<file path="src/hw/rtl/smfx_pkg.sv">
// ----------------------------------------------------------------------------
// smfx_pkg
// Shared codes, widths and stage payload types for the sign-magnitude
// 64.64 fixed-point ALU pipeline.
// ----------------------------------------------------------------------------
package smfx_pkg;

  localparam int FieldW = 64;
  localparam int MagW   = 2 * FieldW;

  // request codes
  localparam logic [2:0] OP_ADD    = 3'd0;
  localparam logic [2:0] OP_SUB    = 3'd1;
  localparam logic [2:0] OP_NEG    = 3'd2;
  localparam logic [2:0] OP_HALVE  = 3'd3;
  localparam logic [2:0] OP_DOUBLE = 3'd4;
  localparam logic [2:0] OP_CMP    = 3'd5;

  // status codes
  localparam logic [2:0] ST_POS     = 3'd0;
  localparam logic [2:0] ST_NEG     = 3'd1;
  localparam logic [2:0] ST_ERR     = 3'd2;
  localparam logic [2:0] ST_OVF_NEG = 3'd3;
  localparam logic [2:0] ST_OVF_POS = 3'd4;
  localparam logic [2:0] ST_UNF_NEG = 3'd5;
  localparam logic [2:0] ST_UNF_POS = 3'd6;

  // compare order codes
  localparam logic signed [1:0] ORD_LT = -2'sd1;
  localparam logic signed [1:0] ORD_EQ = 2'sd0;
  localparam logic signed [1:0] ORD_GT = 2'sd1;

  typedef enum logic [2:0] {
    K_SUM   = 3'd0,
    K_NEG   = 3'd1,
    K_HALVE = 3'd2,
    K_CMP   = 3'd3,
    K_ERR   = 3'd4
  } kind_t;

  typedef struct packed {
    kind_t             kind;
    logic              a_neg;
    logic              b_neg;
    logic [MagW-1:0]   a_mag;
    logic [MagW-1:0]   b_mag;
  } prep_t;

  typedef struct packed {
    kind_t             kind;
    logic              a_neg;
    logic              b_neg;
    logic              a_zero;
    logic              b_zero;
    logic              eq;
    logic [MagW:0]     sum;
    logic [MagW:0]     dab;
    logic [MagW-1:0]   dba;
    logic [MagW-1:0]   a_mag;
  } arith_t;

endpackage

</file>
<file path="src/hw/rtl/smfx_prep.sv">
// ----------------------------------------------------------------------------
// smfx_prep
// Stage 1: operand check, request decode and effective operand signs.
// ----------------------------------------------------------------------------
module smfx_prep import smfx_pkg::*; (
  input  logic              clk,
  input  logic              rst_n,
  input  logic              in_valid,
  input  logic [2:0]        in_req_type,
  input  logic [FieldW-1:0] in_left_whole,
  input  logic [FieldW-1:0] in_left_frac,
  input  logic [2:0]        in_left_status,
  input  logic [FieldW-1:0] in_right_whole,
  input  logic [FieldW-1:0] in_right_frac,
  input  logic [2:0]        in_right_status,
  input  logic              take,
  output logic              ready,
  output logic              valid_r,
  output prep_t             prep_r
);

  prep_t           prep_nxt;
  logic            l_ok;
  logic            r_ok;
  logic            needs_r;
  logic            l_neg;
  logic            r_neg;
  logic [MagW-1:0] l_mag;
  logic [MagW-1:0] r_mag;
  logic            r_zero;

  assign ready = !valid_r || take;

  always_comb begin
    l_ok    = (in_left_status == ST_POS) || (in_left_status == ST_NEG);
    r_ok    = (in_right_status == ST_POS) || (in_right_status == ST_NEG);
    needs_r = (in_req_type == OP_ADD) || (in_req_type == OP_SUB) || (in_req_type == OP_CMP);
    l_neg   = (in_left_status == ST_NEG);
    r_neg   = (in_right_status == ST_NEG);
    l_mag   = {in_left_whole, in_left_frac};
    r_mag   = {in_right_whole, in_right_frac};
    r_zero  = (r_mag == '0);

    prep_nxt.kind  = K_ERR;
    prep_nxt.a_neg = l_neg;
    prep_nxt.b_neg = r_neg;
    prep_nxt.a_mag = l_mag;
    prep_nxt.b_mag = r_mag;

    unique case (in_req_type)
      OP_ADD: begin
        prep_nxt.kind = K_SUM;
      end
      OP_SUB: begin
        prep_nxt.kind  = K_SUM;
        // negating a zero keeps its sign
        prep_nxt.b_neg = r_zero ? r_neg : !r_neg;
      end
      OP_NEG: begin
        prep_nxt.kind = K_NEG;
      end
      OP_HALVE: begin
        prep_nxt.kind = K_HALVE;
      end
      OP_DOUBLE: begin
        prep_nxt.kind  = K_SUM;
        prep_nxt.b_neg = l_neg;
        prep_nxt.b_mag = l_mag;
      end
      OP_CMP: begin
        prep_nxt.kind = K_CMP;
      end
      default: begin
        prep_nxt.kind = K_ERR;
      end
    endcase

    if (!l_ok || (needs_r && !r_ok)) begin
      prep_nxt.kind = K_ERR;
    end
  end

  always_ff @(posedge clk) begin
    if (!rst_n) begin
      valid_r <= 1'b0;
    end else if (ready) begin
      valid_r <= in_valid;
    end
  end

  always_ff @(posedge clk) begin
    if (ready && in_valid) begin
      prep_r <= prep_nxt;
    end
  end

endmodule

</file>
<file path="src/hw/rtl/smfx_arith.sv">
// ----------------------------------------------------------------------------
// smfx_arith
// Stage 2: 128-bit magnitude sum, both differences and zero/equal flags.
// ----------------------------------------------------------------------------
module smfx_arith import smfx_pkg::*; (
  input  logic   clk,
  input  logic   rst_n,
  input  logic   up_valid,
  input  prep_t  up_data,
  input  logic   take,
  output logic   ready,
  output logic   valid_r,
  output arith_t arith_r
);

  arith_t arith_nxt;

  assign ready = !valid_r || take;

  always_comb begin
    arith_nxt.kind   = up_data.kind;
    arith_nxt.a_neg  = up_data.a_neg;
    arith_nxt.b_neg  = up_data.b_neg;
    arith_nxt.a_zero = (up_data.a_mag == '0);
    arith_nxt.b_zero = (up_data.b_mag == '0);
    arith_nxt.eq     = (up_data.a_mag == up_data.b_mag);
    arith_nxt.sum    = {1'b0, up_data.a_mag} + {1'b0, up_data.b_mag};
    arith_nxt.dab    = {1'b0, up_data.a_mag} - {1'b0, up_data.b_mag};
    arith_nxt.dba    = up_data.b_mag - up_data.a_mag;
    arith_nxt.a_mag  = up_data.a_mag;
  end

  always_ff @(posedge clk) begin
    if (!rst_n) begin
      valid_r <= 1'b0;
    end else if (ready) begin
      valid_r <= up_valid;
    end
  end

  always_ff @(posedge clk) begin
    if (ready && up_valid) begin
      arith_r <= arith_nxt;
    end
  end

endmodule

</file>
<file path="src/hw/rtl/smfx_resolve.sv">
// ----------------------------------------------------------------------------
// smfx_resolve
// Stage 3: result selection, status and compare order, output register.
// ----------------------------------------------------------------------------
module smfx_resolve import smfx_pkg::*; (
  input  logic                clk,
  input  logic                rst_n,
  input  logic                up_valid,
  input  arith_t              up_data,
  input  logic                out_stall,
  output logic                ready,
  output logic                out_valid,
  output logic [FieldW-1:0]   out_result_whole,
  output logic [FieldW-1:0]   out_result_frac,
  output logic [2:0]          out_result_status,
  output logic signed [1:0]   out_order
);

  logic               valid_r;
  logic [MagW-1:0]    mag_r;
  logic [2:0]         status_r;
  logic signed [1:0]  order_r;
  logic [MagW-1:0]    mag_nxt;
  logic [2:0]         status_nxt;
  logic signed [1:0]  order_nxt;
  logic               ge;
  logic               sign;

  assign ready = !valid_r || !out_stall;
  assign ge    = !up_data.dab[MagW];
  assign sign  = up_data.a_neg;

  always_comb begin
    mag_nxt    = '0;
    status_nxt = ST_POS;
    order_nxt  = ORD_EQ;
    unique case (up_data.kind)
      K_SUM: begin
        if (up_data.a_neg == up_data.b_neg) begin
          mag_nxt = up_data.sum[MagW-1:0];
          if (up_data.sum[MagW]) begin
            status_nxt = sign ? ST_OVF_NEG : ST_OVF_POS;
          end else begin
            status_nxt = sign ? ST_NEG : ST_POS;
          end
        end else begin
          mag_nxt = ge ? up_data.dab[MagW-1:0] : up_data.dba;
          if (up_data.eq) begin
            status_nxt = ST_POS;
          end else begin
            status_nxt = (ge ? up_data.a_neg : up_data.b_neg) ? ST_NEG : ST_POS;
          end
        end
      end
      K_NEG: begin
        mag_nxt = up_data.a_mag;
        if (up_data.a_zero) begin
          status_nxt = sign ? ST_NEG : ST_POS;
        end else begin
          status_nxt = sign ? ST_POS : ST_NEG;
        end
      end
      K_HALVE: begin
        mag_nxt = {1'b0, up_data.a_mag[MagW-1:1]};
        if (up_data.a_mag[0]) begin
          status_nxt = sign ? ST_UNF_NEG : ST_UNF_POS;
        end else begin
          status_nxt = sign ? ST_NEG : ST_POS;
        end
      end
      K_CMP: begin
        if (up_data.a_neg != up_data.b_neg) begin
          if (up_data.a_zero && up_data.b_zero) begin
            order_nxt = ORD_EQ;
          end else begin
            order_nxt = sign ? ORD_LT : ORD_GT;
          end
        end else if (up_data.eq) begin
          order_nxt = ORD_EQ;
        end else begin
          order_nxt = (ge ^ sign) ? ORD_GT : ORD_LT;
        end
      end
      default: begin
        status_nxt = ST_ERR;
      end
    endcase
  end

  always_ff @(posedge clk) begin
    if (!rst_n) begin
      valid_r <= 1'b0;
    end else if (ready) begin
      valid_r <= up_valid;
    end
  end

  always_ff @(posedge clk) begin
    if (ready && up_valid) begin
      mag_r    <= mag_nxt;
      status_r <= status_nxt;
      order_r  <= order_nxt;
    end
  end

  assign out_valid         = valid_r;
  assign out_result_whole  = mag_r[MagW-1:FieldW];
  assign out_result_frac   = mag_r[FieldW-1:0];
  assign out_result_status = status_r;
  assign out_order         = order_r;

endmodule

</file>
<file path="src/hw/rtl/sign_magnitude_fixed_point_alu_core.sv">
// ----------------------------------------------------------------------------
// sign_magnitude_fixed_point_alu_core
// Sign-magnitude 64.64 fixed-point ALU: add, subtract, negate, halve,
// double and three-way compare over a three-stage pipeline.
// ----------------------------------------------------------------------------
// an accepted request moves through the prep, arith and resolve registers to out_valid
// throughput: one request per cycle while out_stall is low; each stage holds one request
// the 128-bit add/subtract stage sits between decode and result select
// reset: synchronous rst_n clears every stage valid bit, payload is not reset
module sign_magnitude_fixed_point_alu_core import smfx_pkg::*; (
  input  logic                clk,
  input  logic                rst_n,
  input  logic                in_valid,
  output logic                in_stall,
  input  logic [2:0]          in_req_type,
  input  logic [FieldW-1:0]   in_left_whole,
  input  logic [FieldW-1:0]   in_left_frac,
  input  logic [2:0]          in_left_status,
  input  logic [FieldW-1:0]   in_right_whole,
  input  logic [FieldW-1:0]   in_right_frac,
  input  logic [2:0]          in_right_status,
  output logic                out_valid,
  input  logic                out_stall,
  output logic [FieldW-1:0]   out_result_whole,
  output logic [FieldW-1:0]   out_result_frac,
  output logic [2:0]          out_result_status,
  output logic signed [1:0]   out_order
);

  logic   prep_ready;
  logic   prep_valid;
  prep_t  prep_data;
  logic   arith_ready;
  logic   arith_valid;
  arith_t arith_data;
  logic   res_ready;

  assign in_stall = !prep_ready;

  smfx_prep u_prep (
    .clk             (clk),
    .rst_n           (rst_n),
    .in_valid        (in_valid),
    .in_req_type     (in_req_type),
    .in_left_whole   (in_left_whole),
    .in_left_frac    (in_left_frac),
    .in_left_status  (in_left_status),
    .in_right_whole  (in_right_whole),
    .in_right_frac   (in_right_frac),
    .in_right_status (in_right_status),
    .take            (arith_ready),
    .ready           (prep_ready),
    .valid_r         (prep_valid),
    .prep_r          (prep_data)
  );

  smfx_arith u_arith (
    .clk      (clk),
    .rst_n    (rst_n),
    .up_valid (prep_valid),
    .up_data  (prep_data),
    .take     (res_ready),
    .ready    (arith_ready),
    .valid_r  (arith_valid),
    .arith_r  (arith_data)
  );

  smfx_resolve u_resolve (
    .clk               (clk),
    .rst_n             (rst_n),
    .up_valid          (arith_valid),
    .up_data           (arith_data),
    .out_stall         (out_stall),
    .ready             (res_ready),
    .out_valid         (out_valid),
    .out_result_whole  (out_result_whole),
    .out_result_frac   (out_result_frac),
    .out_result_status (out_result_status),
    .out_order         (out_order)
  );

`ifndef SYNTHESIS
  a_order_only_cmp : assert property (@(posedge clk) disable iff (!rst_n)
    out_valid && (out_order != ORD_EQ) |->
      (out_result_status == ST_POS) && (out_result_whole == '0) && (out_result_frac == '0))
    else $error("nonzero order on a non-compare result");

  a_order_code : assert property (@(posedge clk) disable iff (!rst_n)
    out_valid |-> (out_order != 2'sb10))
    else $error("illegal order code");

  a_err_clean : assert property (@(posedge clk) disable iff (!rst_n)
    out_valid && (out_result_status == ST_ERR) |->
      (out_result_whole == '0) && (out_result_frac == '0) && (out_order == ORD_EQ))
    else $error("error result carries data");

  a_empty_accepts : assert property (@(posedge clk) disable iff (!rst_n)
    !prep_valid |-> !in_stall)
    else $error("input stalled with an empty first stage");

  a_stage2_holds : assert property (@(posedge clk) disable iff (!rst_n)
    arith_valid && !res_ready |=> arith_valid && $stable(arith_data))
    else $error("stalled stage 2 request lost or changed");
`endif

endmodule
</file>
<file path="config.mk">
export PLATFORM = sky130hd
export DESIGN_NAME = sign_magnitude_fixed_point_alu_core
export DESIGN_NICKNAME = d
export VERILOG_FILES = /design/src/hw/rtl/smfx_pkg.sv /design/src/hw/rtl/smfx_prep.sv /design/src/hw/rtl/smfx_arith.sv /design/src/hw/rtl/smfx_resolve.sv /design/src/hw/rtl/sign_magnitude_fixed_point_alu_core.sv
export SDC_FILE = /design/constraint.sdc
export NUM_CORES = 2
export LEC_CHECK = 0
export BUFFER_PORTS_ARGS = -buffer_cell sky130_fd_sc_hd__buf_2
export CAP_MARGIN = 0
export CORE_MARGIN = 2
export CORE_UTILIZATION = 56
export CTS_CLUSTER_SIZE = 12
export DETAILED_ROUTE_END_ITERATION = 8
export PLACE_DENSITY = 0.88
export SETUP_SLACK_MARGIN = 0.1
export SYNTH_ARGS = -nofsm -noshare
export SYNTH_HDL_FRONTEND = slang
export SYNTH_SLANG_ARGS = --single-unit
</file>
<file path="constraint.sdc">
create_clock -name clk -period 31 [get_ports clk]
set_input_delay 6.2 -clock clk [delete_from_list [all_inputs] [get_ports clk]]
set_output_delay 6.2 -clock clk [all_outputs]
set_load 0.01 [all_outputs]
</file>
==> results.ini <==
[layout]
fin_nets = 7161
nFillCells = 8703
multi_input_comb_area_mm2 = 0.03046
synthToLayoutAreaGrowth_pct = 10.62
layout-drive-gt1-share = 0.1267
regArea_mm2 = 0.02751

[setup_path]
cpMaxStageDelayCell = and3_1
critPathArrivalTime_ps = 7000
setup.worst_path.class = in -> out
cp-end-kind = output pin
path_delay_family = simple AND/OR/NAND/NOR gates
cp_max_fo = 3
crit_chain = buf_2, and3_1, and2_1, buf_2
path_depth = 4
cp-start-kind = input pin
crit_path_max_incr_delay_ps = 260
cpMostUsedCell = buf_2
critPathBufInv = 2
r2r.worst_path.cells = 13
crit_required_ps = 24800

[clock_network]
hold_buffers = 0
root_buffer = clkbuf_16
cts_resized = 0
cts_buffer_depth = 3
numCtsBuffers = 99
cts_sinks = 917
cts_tree = done
clock_latency_ps = 730
clkTransAtPathRegs_ps = 60
cts_setup_buffers = 0
cts_max_level = 3

[place]
place_ws_ps = 17810
portBuffers = 403
dp_hpwl_um = 208500
gp_congestion = 1.061

[sta]
min_period_ps = 13200
rsz0062_at_grt = no
clock.fmax_mhz = 75.74
max_slew_margin = 0.002992
setup_viol = 0
maxSlewViolCount = 0
fin_skew_ps = 37.01
worstMarginPinSlew_ps = 1484
fin_setup_tns_ps = 0
hold_viol = 0
setup_ws_ps = 17800
period_share = 0.4259

[yosys]
synth_edf_count = 914
avgSynthCellArea_um2 = 9.747
synth_top_family_by_area = compound AO/OA/AOI/OAI gates
synth-adder-area-share = 0.08003
synthTopCellsByCount = edfxtp_1, a21oi_1, o21ai_0
ys_warn_count = 0
synthMuxAreaShare = 0.04524
netlist.area_leader.share = 0.4527
synth_seq_cells = 917
synth_compound_gate_area_share = 0.2006
synthDistinctLibCells = 95
synth_cells = 6220
synth.cell_area_mm2 = 0.06063
async_flop_share = 0
syn-num-nets = 6875
ys.flop_type = edfxtp_1
yosysSeqAreaShare = 0.4537
yosysMostFrequentCell = edfxtp_1
netlist_top_cells_area = edfxtp_1, ha_1, a21oi_1, xnor2_1, o21ai_0
synth_simple_gate_area_share = 0.1210
synthXorXnorAreaFrac = 0.05389
synth_area_leader_cell = edfxtp_1

[detailed_routing]
vias = 55240
drt_iter0_drc = 9023
drc = 0
ant_nets = 0
dr.pass1.iters = 6
routedWlPerCell_um = 32.82
totalWireLength_um = 261900
routed_via_density = 6.923

[flow_run]
maxCapViolCount = 1

[global_routing]
antenna_found_initial = 17
grt_pass1_vias = 51240
grt_start_max_net_pins = 129
grt_pass1_wl_um = 366400
grt_usage = 0.4567
grt_overflow_total = 0

[outcome]
violations = capacitance limit
status = complete, but fails checks

[floorplan]
rows = 120
die_h_um = 333.0
start_util = 0.5655
die_w_um = 333.0
dieArea_mm2 = 0.1109
core_mm2 = 0.1072
io-pin-count = 404

[worst_hold_path]
min_delay_path_depth = 0
hold_path.class = reg -> reg

[power_and_ir_drop]
vdd_drop_max_v = 0.00006271
power_leakage_nw = 25.29
p_per_area_mw_per_mm2 = 61.49

==> path summary, 6_finish.rpt <==
kind | from | to | slack (ps)
worst max-delay path | out_stall | in_stall | 17800
worst min-delay path | u_prep.prep_r[258] | u_arith.arith_r[519] | 420
worst max register to register | u_prep.prep_r[24] | u_arith.arith_r[513] | 24310
worst min register to register | u_prep.prep_r[258] | u_arith.arith_r[519] | 420
==> metal layers <==
metal	track usage	up-vias	routed length, um
li1	-	23450	-
met5	0	-	122
met3	0.1419	569	38570
met4	0.1626	18	11350
met2	0.6635	4243	109800
met1	0.6433	26950	102000
==> flip-flops by register name (all words and copies together), names as in the netlist <==
signal and cells:
u_prep.prep_r 261, u_resolve.mag_r 128, u_resolve.out_valid 1, u_resolve.out_order 2
u_resolve.out_result_status 3, u_prep.valid_r 1, u_arith.valid_r 1, u_arith.arith_r 520
==> logic make-up after synthesis <==
family                   after synthesis
adder cells (fa/ha/maj)              386
buffers and inverters                721
flip-flops                           917
XOR/XNOR                             373
AO/OA/AOI/OAI                       1982
AND/OR/NAND/NOR                     1583
multiplexers                         258
==> stage by stage <==
step | total power [W] | hold slack [ps] | instance area [um2] | util | std cells
2_1_floorplan | 0.002428 | 400.3 | 60630 | - | 6220
3_3_place_gp | 0.002860 | 401.4 | 63950 | 0.5965 | 7808
3_5_place_dp | 0.002881 | 406.5 | 63950 | 0.5965 | 7808
4_1_cts | 0.004048 | 418.2 | 67050 | 0.6255 | 7972
5_1_grt | 0.004214 | 431.4 | 67050 | 0.6255 | 7972
6_report | 0.004124 | 421.3 | 67070 | 0.6256 | 7978
==> cell usage in the layout, fill, tap and decap left out, drive strengths merged, types with 64 or more instances in the layout <==
master / Yosys / final
xnor2: 362 / 362
clkbuf: 228 / 117
nor3: 64 / 64
nand2: 512 / 512
nor4: 192 / 192
nand4: 129 / 129
a21o: 66 / 66
mux2i: 130 / 130
o21ai: 574 / 574
ha: 383 / 383
a21oi: 679 / 679
buf: 72 / 485
edfxtp: 914 / 914
o31ai: 78 / 78
mux2: 128 / 128
nor2: 486 / 486
inv: 397 / 400
o21bai: 169 / 169
a22oi: 126 / 126
==> worst register-to-register path, stage by stage (launching register included) <==
cell	delay, ps
edfxtp_1	540
inv_1	90
ha_1	540
nor4_1	930
nand4_1	340
or4_1	490
o211a_1	420
a21oi_1	770
o21ai_1	380
nand3_1	340
a21oi_1	220
a21oi_1	720
o311ai_0	220
a21oi_1	430
==> area by class of cell <==
type	count	share of cell area
multi-input combinational	4582	0.4541
sequential	917	0.4101
timing repair buffer	485	0.03944
clock buffer	117	0.03795
tap	1403	0.02617
inverter	421	0.02360
clock inverter	47	0.008358
antenna	6	0.0002239
==> report_power, final <==
| part | internal, W | total, W | switching (W) |
|---|---|---|---|
| Sequential | 0.00154 | 0.00165 | 0.000110 |
| Combinational | 0.000398 | 0.00129 | 0.000889 |
| Clock | 0.000660 | 0.00119 | 0.000527 |
Note: power is estimated with default switching activity, not from simulation.
